`src/hdl/lsbr_pkg.sv`:
```
`default_nettype none

package lsbr_pkg;

	localparam int DATA_W = 32;
	localparam int MODE_W = 3;
	localparam int STAT_W = 2;

	localparam logic [MODE_W-1:0] MODE_PUSH    = 3'd0;
	localparam logic [MODE_W-1:0] MODE_POP     = 3'd1;
	localparam logic [MODE_W-1:0] MODE_PEEK    = 3'd2;
	localparam logic [MODE_W-1:0] MODE_INSERT  = 3'd3;
	localparam logic [MODE_W-1:0] MODE_REVERSE = 3'd4;

	localparam logic [STAT_W-1:0] ST_OK    = 2'd0;
	localparam logic [STAT_W-1:0] ST_EMPTY = 2'd1;
	localparam logic [STAT_W-1:0] ST_FULL  = 2'd2;

	// per-request outcome handed from the ring control to the result path
	typedef struct packed {
		logic [STAT_W-1:0] status;
		logic              rd_used;
	} resp_t;

endpackage

`default_nettype wire

```
`src/hdl/lifo_stack_with_bottom_insert_reverse.sv`:
```
// fixed-depth stack of signed 32-bit words with push, pop, peek, bottom insert and reverse
// input channel s_*: s_tuser carries the mode, s_tdata the word to push or insert
// output channel m_*: one beat per request with the read word, status and entry count
// entries live in a single-port synchronous memory used as a ring; a base pointer and
// a direction flag make bottom insert and reverse pointer moves, so every mode needs at
// most one memory access, issued in the cycle the request is accepted
// the result beat passes through the memory read stage and then the output register
// throughput: one request per cycle while m_tready does not stall the output, set by
// the one memory access per request
// the input stays ready while a result waits, as long as the request stage behind it
// is empty; a request held there keeps its read data until the output frees up
// reset clears the count, base pointer and direction; memory contents are left as is
// and only written entries are ever read
// a stalled output holds its beat stable until m_tready
`default_nettype none

module lifo_stack_with_bottom_insert_reverse import lsbr_pkg::*; #(
	parameter int DEPTH = 16,
	localparam int CW   = $clog2(DEPTH + 1),
	localparam int OW   = ((DATA_W + CW + 7) / 8) * 8
) (
	input  wire logic              clk,
	input  wire logic              arst_n,
	input  wire logic              s_tvalid,
	output logic                   s_tready,
	input  wire logic [DATA_W-1:0] s_tdata,   // data_in
	input  wire logic [MODE_W-1:0] s_tuser,   // mode
	output logic                   m_tvalid,
	input  wire logic              m_tready,
	output logic [OW-1:0]          m_tdata,   // data_out, count, zero pad
	output logic [STAT_W-1:0]      m_tuser    // status
);

	localparam int AW = $clog2(DEPTH);

	logic              accept;
	logic              wr_en, rd_en;
	logic [AW-1:0]     addr;
	resp_t             resp;
	logic [CW-1:0]     count;

	logic [DATA_W-1:0] mem [DEPTH];
	logic [DATA_W-1:0] rdata_q;

	logic              valid_s1;
	resp_t             resp_s1;
	logic [CW-1:0]     count_s1;

	logic              out_valid_q;
	logic [DATA_W-1:0] data_out_q;
	logic [STAT_W-1:0] status_q;
	logic [CW-1:0]     count_q;

	logic              out_free, adv_s1;

	assign out_free = !out_valid_q || m_tready;
	assign adv_s1   = valid_s1 && out_free;
	assign s_tready = !valid_s1 || out_free;
	assign accept   = s_tvalid && s_tready;

	lsbr_ring #(
		.DEPTH (DEPTH),
		.AW    (AW),
		.CW    (CW)
	) u_ring (
		.clk    (clk),
		.arst_n (arst_n),
		.req    (accept),
		.mode   (s_tuser),
		.wr_en  (wr_en),
		.rd_en  (rd_en),
		.addr   (addr),
		.resp   (resp),
		.count  (count)
	);

	// read data only changes on an accepted read, so it holds while stage 1 waits
	always_ff @(posedge clk) begin
		if (wr_en)
			mem[addr] <= s_tdata;
		if (rd_en)
			rdata_q <= mem[addr];
	end

	always_ff @(posedge clk or negedge arst_n) begin
		if (!arst_n)
			valid_s1 <= 1'b0;
		else if (accept)
			valid_s1 <= 1'b1;
		else if (adv_s1)
			valid_s1 <= 1'b0;
	end

	always_ff @(posedge clk) begin
		if (accept) begin
			resp_s1  <= resp;
			count_s1 <= count;
		end
	end

	always_ff @(posedge clk or negedge arst_n) begin
		if (!arst_n)
			out_valid_q <= 1'b0;
		else if (adv_s1)
			out_valid_q <= 1'b1;
		else if (m_tready)
			out_valid_q <= 1'b0;
	end

	always_ff @(posedge clk) begin
		if (adv_s1) begin
			data_out_q <= resp_s1.rd_used ? rdata_q : '0;
			status_q   <= resp_s1.status;
			count_q    <= count_s1;
		end
	end

	always_comb begin
		m_tdata                = '0;
		m_tdata[DATA_W-1:0]    = data_out_q;
		m_tdata[DATA_W +: CW]  = count_q;
	end

	assign m_tvalid = out_valid_q;
	assign m_tuser  = status_q;

	a_one_access: assert property (@(posedge clk) disable iff (!arst_n)
		!(wr_en && rd_en))
		else $error("read and write issued for one request");

	a_count_range: assert property (@(posedge clk) disable iff (!arst_n)
		out_valid_q |-> (count_q <= CW'(DEPTH)))
		else $error("count beyond depth");

	a_err_zero: assert property (@(posedge clk) disable iff (!arst_n)
		(out_valid_q && status_q != ST_OK) |-> (data_out_q == '0))
		else $error("nonzero data on error status");

	a_err_no_access: assert property (@(posedge clk) disable iff (!arst_n)
		(accept && resp.status != ST_OK) |-> (!wr_en && !rd_en))
		else $error("failed request touched memory");

	a_hold_rdata: assert property (@(posedge clk) disable iff (!arst_n)
		(valid_s1 && !out_free && !accept) |=> $stable(rdata_q))
		else $error("read data lost while waiting");

endmodule

`default_nettype wire

```
`src/hdl/lsbr_ring.sv`:
```
`default_nettype none

module lsbr_ring import lsbr_pkg::*; #(
	parameter int DEPTH = 16,
	parameter int AW    = $clog2(DEPTH),
	parameter int CW    = $clog2(DEPTH + 1)
) (
	input  wire logic              clk,
	input  wire logic              arst_n,
	input  wire logic              req,
	input  wire logic [MODE_W-1:0] mode,
	output logic                   wr_en,
	output logic                   rd_en,
	output logic [AW-1:0]          addr,
	output resp_t                  resp,
	output logic [CW-1:0]          count
);

	localparam logic [AW:0]   DEPTH_W = (AW + 1)'(DEPTH);
	localparam logic [CW-1:0] DEPTH_C = CW'(DEPTH);
	localparam logic [CW-1:0] ONE_C   = CW'(1);
	localparam logic [AW-1:0] ONE_A   = AW'(1);

	logic [AW-1:0] base_q, base_d;
	logic          dir_q, dir_d;
	logic [CW-1:0] count_q, count_d;

	logic          full, empty;
	logic [CW-1:0] cnt_m1;
	logic [AW-1:0] top_addr, push_addr, below_addr;
	logic          wr_d, rd_d;
	logic [AW-1:0] addr_d;
	logic [STAT_W-1:0] status_d;

	// logical slot k (0 is the bottom) to physical entry, walking up or down the ring
	function automatic logic [AW-1:0] ring_addr(input logic [AW-1:0] b, input logic d,
		input logic [AW-1:0] k);
		logic [AW:0] s;
		if (!d)
			s = {1'b0, b} + {1'b0, k};
		else
			s = {1'b0, b} + DEPTH_W - {1'b0, k};
		if (s >= DEPTH_W)
			s = s - DEPTH_W;
		return s[AW-1:0];
	endfunction

	assign full       = (count_q == DEPTH_C);
	assign empty      = (count_q == '0);
	assign cnt_m1     = count_q - ONE_C;
	assign top_addr   = ring_addr(base_q, dir_q, cnt_m1[AW-1:0]);
	assign push_addr  = ring_addr(base_q, dir_q, count_q[AW-1:0]);
	// one slot below the bottom is one slot up in the opposite direction
	assign below_addr = ring_addr(base_q, !dir_q, ONE_A);

	always_comb begin
		base_d   = base_q;
		dir_d    = dir_q;
		count_d  = count_q;
		wr_d     = 1'b0;
		rd_d     = 1'b0;
		addr_d   = top_addr;
		status_d = ST_OK;
		unique case (mode)
			MODE_PUSH: begin
				if (full) begin
					status_d = ST_FULL;
				end else begin
					wr_d    = 1'b1;
					addr_d  = push_addr;
					count_d = count_q + ONE_C;
				end
			end
			MODE_POP: begin
				if (empty) begin
					status_d = ST_EMPTY;
				end else begin
					rd_d    = 1'b1;
					count_d = cnt_m1;
				end
			end
			MODE_PEEK: begin
				if (empty)
					status_d = ST_EMPTY;
				else
					rd_d = 1'b1;
			end
			MODE_INSERT: begin
				if (full) begin
					status_d = ST_FULL;
				end else begin
					wr_d    = 1'b1;
					addr_d  = below_addr;
					base_d  = below_addr;
					count_d = count_q + ONE_C;
				end
			end
			MODE_REVERSE: begin
				// the top becomes the bottom and the walk turns around
				if (count_q > ONE_C) begin
					base_d = top_addr;
					dir_d  = !dir_q;
				end
			end
			default: begin
			end
		endcase
	end

	always_ff @(posedge clk or negedge arst_n) begin
		if (!arst_n) begin
			base_q  <= '0;
			dir_q   <= 1'b0;
			count_q <= '0;
		end else if (req) begin
			base_q  <= base_d;
			dir_q   <= dir_d;
			count_q <= count_d;
		end
	end

	assign wr_en        = req && wr_d;
	assign rd_en        = req && rd_d;
	assign addr         = addr_d;
	assign resp.status  = status_d;
	assign resp.rd_used = rd_d;
	assign count        = count_d;

endmodule

`default_nettype wire

```
`config.mk`:
```
export PLATFORM = sky130hd
export DESIGN_NAME = lifo_stack_with_bottom_insert_reverse
export DESIGN_NICKNAME = d
export VERILOG_FILES = /design/src/hdl/lsbr_pkg.sv /design/src/hdl/lifo_stack_with_bottom_insert_reverse.sv /design/src/hdl/lsbr_ring.sv
export SDC_FILE = /design/constraint.sdc
export NUM_CORES = 1
export LEC_CHECK = 0
export ABC_AREA = 1
export BUFFER_PORTS_ARGS = -buffer_cell sky130_fd_sc_hd__buf_4
export CAP_MARGIN = 5
export CORE_AREA = 5 5 279 281
export DETAILED_ROUTE_END_ITERATION = 10
export DIE_AREA = 0 0 284 286
export MAX_ROUTING_LAYER = met4
export PLACE_DENSITY_LB_ADDON = 0.2
export SLEW_MARGIN = 10
export SYNTH_ARGS = -nofsm -noshare
export SYNTH_HDL_FRONTEND = slang
export SYNTH_SLANG_ARGS = --single-unit
```
`constraint.sdc`:
```
create_clock -name clk -period 7.6 [get_ports clk]
set_input_delay 1.52 -clock clk [delete_from_list [all_inputs] [get_ports clk]]
set_output_delay 1.52 -clock clk [all_outputs]
set_load 0.005 [all_outputs]
```
### After elaboration in Yosys (flattened, before gate mapping)

Memory sizes are Yosys's and may differ from the RTL's. A register that Yosys moved wholly into a read port is not among the register bits.
Cells that the tools add are included.

* bits in registers: 59
* RAM bits: 512
* input port bits: 39
* output and inout bits: 44
* memories kept: 1

Memory list
* mem: words 16, width 32, rd ports 1, clocked after memory_dff 1, wr ports 1, RTL line lifo_stack_with_bottom_insert_reverse.sv:42 `logic [DATA_W-1:0] mem [DEPTH];`

* $add $sub $neg: 12
* magnitude comparators: 4
* equal/unequal tests: 7
* mux-type cells: 28
* reductions and logical operators: 18

Operator list (count)
* 4-bit two-way mux: 7
* 5-bit two-way mux: 5
* 4-bit case mux with 2 select lines: 2
* 5-bit greater-or-equal comparator, second input constant: 3
* 4-bit by 1-bit subtractor with 4-bit output, second input constant: 3
* 1-bit two-way mux: 11
* 4-bit by 4-bit adder with 5-bit output: 2
* 5-bit case mux with 2 select lines: 1
* 5-bit by 1-bit subtractor with 5-bit output, second input constant: 2
* 5-bit by 4-bit subtractor with 5-bit output: 2
* 3-bit by 2-bit equality test with 1-bit output, second input constant: 2
* 2-bit nonzero test: 3
* 4-bit by 1-bit adder with 5-bit output, second input constant: 1
* 4-bit by 5-bit adder with 5-bit output, second input constant: 1
* 5-bit by 1-bit adder with 5-bit output, second input constant: 1
* 5-bit equality test, second input constant: 1
* 5-bit by 1-bit greater-than comparator with 1-bit output, second input constant: 1
* 5-bit logical NOT: 1
* 1-bit logical AND: 4
* 2-bit case mux with 2 select lines: 1
* 4-bit AND reduction: 1
* 2-bit OR reduction: 2
* 3-bit by 1-bit equality test with 1-bit output, second input constant: 1
* 3-bit equality test, second input constant: 1
* 7 further kinds: 10

### Longest topological paths before layout

* depth after elaboration: 7
* mapped depth: 17
* mapped depth without buffers: 15

### Cells and area by module

A second synthesis with hierarchy kept.

* cell total of the unflattened synthesis: 2469
* area total of the unflattened synthesis: 25884.8 µm²

By module, submodules not included
* lifo_stack_with_bottom_insert_reverse: instances 1, cells each 2242, area an instance 24309.6 µm²
* lsbr_ring: instances 1, cells each 227, area an instance 1575.3 µm²

### Least setup slack after synthesis

No wires, ideal clock.

* path kind: input port to flip-flop
* start: input port m_tready
* end: register rdata_q[0] (read register of mem) (enable)
* setup time: 0.461 ns
* arrival time: 4.102 ns
* data required time: 7.139 ns
* slack: 3.036 ns
* stages: 4
* path buffers: 0
* cell sequence: inv_1 nand3_1 nand2_1 nor3_1

* word-level cells in the longest chain between the ends: 4

RTL lines
* start: declaration: RTL line lifo_stack_with_bottom_insert_reverse.sv:29 `input wire logic m_tready,`
* 1-bit logical OR: RTL line lifo_stack_with_bottom_insert_reverse.sv:56 `assign out_free = !out_valid_q || m_tready;`
* 1-bit logical OR: RTL line lifo_stack_with_bottom_insert_reverse.sv:58 `assign s_tready = !valid_s1 || out_free;`
* net s_tready: RTL line lifo_stack_with_bottom_insert_reverse.sv:25 `output logic s_tready,`
* 1-bit logical AND: RTL line lifo_stack_with_bottom_insert_reverse.sv:59 `assign accept = s_tvalid && s_tready;`
* 1-bit logical AND: RTL line lsbr_ring.sv:123 `assign rd_en = req && rd_d;`
* net rd_en: RTL line lifo_stack_with_bottom_insert_reverse.sv:37 `logic wr_en, rd_en;`
* end: declaration: RTL line lifo_stack_with_bottom_insert_reverse.sv:43 `logic [DATA_W-1:0] rdata_q;`

The timed path passes the listed nets, and every way through them passes these cells.
A chain may end at the register's enable or synchronous reset.

### Worst setup path after layout

* start: register u_ring.count_q[1]
* end: memory mem[2][1] (enable)

* word-level cells in the longest chain between the ends: 7

RTL lines
* start: declaration: RTL line lsbr_ring.sv:26 `logic [CW-1:0] count_q, count_d;`
* start signal: assignment: RTL line lsbr_ring.sv:118 `count_q <= count_d;`
* 5-bit by 1-bit subtractor with 5-bit output: RTL line lsbr_ring.sv:50 `assign cnt_m1 = count_q - ONE_C;`
* 5-bit by 4-bit subtractor with 5-bit output or 4-bit by 4-bit adder with 5-bit output (tied branches): RTL line lsbr_ring.sv:42, lsbr_ring.sv:40
* 5-bit two-way mux: RTL line lsbr_ring.sv:39 `if (!d)`
* 4-bit by 1-bit subtractor with 4-bit output or 5-bit greater-or-equal comparator (tied branches): RTL line lsbr_ring.sv:44, lsbr_ring.sv:43
* 4-bit two-way mux: RTL line lsbr_ring.sv:43 `if (s >= DEPTH_W)`
* 4-bit two-way mux (on tied branches): RTL line lsbr_ring.sv:89, lsbr_ring.sv:66
* 4-bit case mux with 2 select lines: RTL line lsbr_ring.sv:64 `unique case (mode)`
* end: declaration: RTL line lifo_stack_with_bottom_insert_reverse.sv:42

Parallel ways exist; a longest one is shown, timed or not.

==> reports/results.tsv <==
stage	metric	value	unit
run_status	outcome	finished clean	
floorplanning	rows	101	
route	vias	17626	
cts	post_cts_buffers	0	
critical_path	cp_data_required_time	7.91	ns
cts	post_cts_resized	0	
critical_path	cp-end-kind	register	
sta	worstMarginPinSlew	1.167	ns
synthesis	syn_inst	2483	
critical_path	regToRegSetupSlack	2.23	ns
critical_path	path_buf_inv	5	
synthesis	synth.ff_latch_count	603	
place	placed_area	0.02763	mm^2
floorplanning	die_y	286	um
cts	clock_latency	0.61	ns
synthesis	ys_top_cells_by_area	edfxtp_1, nand2_1, nand3_1	
sta	setup_viol	0	
critical_path	r2r_cells	16	
route	drtAntennaViolNets	0	
sta	period_share	70.64	%
cells_and_area	final_nets	2587	
critical_path	slowest_stage	nor2_4	
synthesis	ys_seq_area_share	69.19	%
sta	rsz0062_at_grt	false	
critical_path	critical_path_class	reg2reg	
sta	hold_viol	0	
cts	ctsHtreeMaxLevel	3	
floorplanning	io-pin-count	83	
cts	cts_root_buffer	clkbuf_16	
sta	tns	0	ns
floorplanning	core_region_area	0.07519	mm^2
critical_path	cp.depth	16	
grt	grt_max_degree	208	
place	port-buffer-count	79	
grt	grt_pass1_vias	17766	
critical_path	cp_cell_sequence	inv_1 > ha_1 > xnor2_1 > inv_1 > ha_1 > inv_1 > nor2_1 > o21ai_0 > nand2_1 > nand2_1 > nand2_1 > o21ai_4 > buf_4 > nand2_1 > nor2_4 > buf_4	
cells_and_area	finalCoreUtilization	39.56	%
critical_path	critical-path-max-stage-delay	0.98	ns
grt	grt.total_usage	18.01	%
place	globalplace.congestion	0.8717	
sta	min_period	5.369	ns
cells_and_area	layout-drive-gt1-share	9.232	%
cts	cts_tree	yes	
route	drt-total-wl	71740	um
grt	antenna_found_initial	2	
synthesis	netlist.area_leader.share	68.04	%
sta	finClkSkew	0.02536	ns
cells_and_area	synthToLayoutAreaGrowth	14.03	%
sta	max_freq	0.1863	GHz
cts	cts.sinks	603	
route	firstDrtPassIters	8	
grt	grt_pass1_wl	110600	um
synthesis	syn_avg_cell_area	10.50	um^2
floorplanning	start_util	34.69	%
place	dp_hpwl	37200	um
grt	grt.overflow.total	0	
critical_path	cpMostUsedCell	nand2_1	
critical_path	critPathTopFamily	simple AND/OR/NAND/NOR gates	
hold_path	hold_class	reg2reg	
flow_run	drv_cap	0	
synthesis	yosysTopAreaCell	edfxtp_1	
sta	drv_slew	0	
cts	cts_buffer_depth	3	
route	wl_per_cell	20.16	um
place	post-place-cells	3434	
synthesis	yosysUniqueCellTypes	36	
cts	cts_made_buffers	68	
synthesis	syn_area	0.02608	mm^2
route	initialDrtViolationCount	1562	
sta	slew_headroom	22.00	%
synthesis	ys_warn_count	0	
route	routed_via_density	4.954	
floorplanning	die_x	284	um
cells_and_area	design_area	0.02974	mm^2
critical_path	crit_path_max_fanout	24	
cells_and_area	finalNonFillerCells	3558	
critical_path	crit_arrival	5.68	ns
critical_path	endpoint	mem[2][1]	
critical_path	critPathLaunchType	register	
critical_path	rr_startpoint	u_ring.count_q[1]	
critical_path	critPathLaunch	u_ring.count_q[1]	
floorplanning	die-area	0.08122	mm^2
cts	clkTransAtPathRegs	0.07	ns
route	drc	0	
critical_path	worstReg2RegEnd	mem[2][1]	
cts	cts_hold_buffers	0	
## layout by cell type (no fill, tap or decap), types with 2 or more instances in the layout
cell type / n
clkinv_2: 11
nor2_4: 16
o221ai_1: 3
nand4_1: 5
inv_2: 2
conb_1: 3
or2_2: 2
a21oi_1: 9
clkbuf_1: 19
nor2_1: 17
inv_16: 3
bufinv_16: 4
ha_1: 18
inv_6: 3
nand3_1: 276
fa_1: 4
clkinv_1: 12
clkbuf_16: 68
a32oi_1: 2
o21ai_4: 2
o211ai_1: 3
a21oi_4: 2
xnor2_1: 4
edfxtp_1: 591
inv_1: 62
xor2_1: 7
nand2_1: 1272
dfrtp_1: 12
diode_2: 2
o21ai_0: 18
buf_4: 112
nand2_4: 2
## registers in the layout, summed over array words and instances, names as in the netlist, 2 cells and up
register	flops
u_ring.base_q	4
mem	512
m_tuser	2
u_ring.count_q	5
count_q	5
count_s1	5
rdata_q	32
data_out_q	32
resp_s1	3
## worst min-delay path by stage
stage / from / to / cells past startpoint / slack (ns)
CTS: resp_s1[1] / m_tuser[0] / 0 / 0.42
floorplan: count_s1[0] / count_q[0] / 0 / 0.40
global route: resp_s1[1] / m_tuser[0] / 0 / 0.43
finish: resp_s1[1] / m_tuser[0] / 0 / 0.42
global placement: resp_s1[1] / m_tuser[0] / 0 / 0.40
detailed placement: resp_s1[1] / m_tuser[0] / 0 / 0.41
## metrics by stage
step | setup slack (ns) | hold WS [ns]
3_3_place_gp | 2.011 | 0.4030
4_1_cts | 2.281 | 0.4183
5_1_grt | 1.905 | 0.4260
6_report | 2.231 | 0.4161
2_1_floorplan | 3.036 | 0.4003
3_5_place_dp | 1.947 | 0.4052
## cells in the mapped netlist, drive strengths merged
cell type,count
or2,2
dfrtp,12
nand2,1276
o221ai,3
mux2i,1
nor2,35
o211ai,3
clkinv,1
clkbuf,18
nor3,1
a32oi,2
xnor2,4
buf,124
fa,4
edfxtp,591
nand3b,1
nand4,5
inv,65
a21oi,11
conb,1
xor2,7
ha,18
nand3,277
o21ai,21
## routing by layer
layer	global-route usage [%]	vias to the layer above	routed length [um]
li1	-	8368	-
met1	24.33	8615	32530
met2	28.69	532	33430
met3	2.964	111	4351
met4	4.552	0	1419
met5	-	-	0
## layout make-up
type	instances	area [um^2]
fillers	7248	45450
flip-flops and latches	603	18050
multi-input cells	1674	7248
clock buffers	87	1773
well taps	978	1224
repair buffers	113	860.8
clock inverters	35	335.3
inverters	66	250.2
diodes	2	5.005
## cells by family (layout without fill, tap and decap cells)
group	count (synthesis)	count (layout)	share of synthesized area (%)
AND/OR/NAND/NOR	1597	1597	24.58
multiplexers	1	1	0.03838
adder cells (fa/ha/maj)	22	22	1.170
other	1	5	0.01438
AO/OA/AOI/OAI	40	40	0.9259
buffers and inverters	208	301	3.708
flip-flops	603	603	69.19
XOR/XNOR	11	11	0.3693
Power is not shown: default switching activity piles up to over one toggle a cycle in this logic, so the estimate is an artifact.
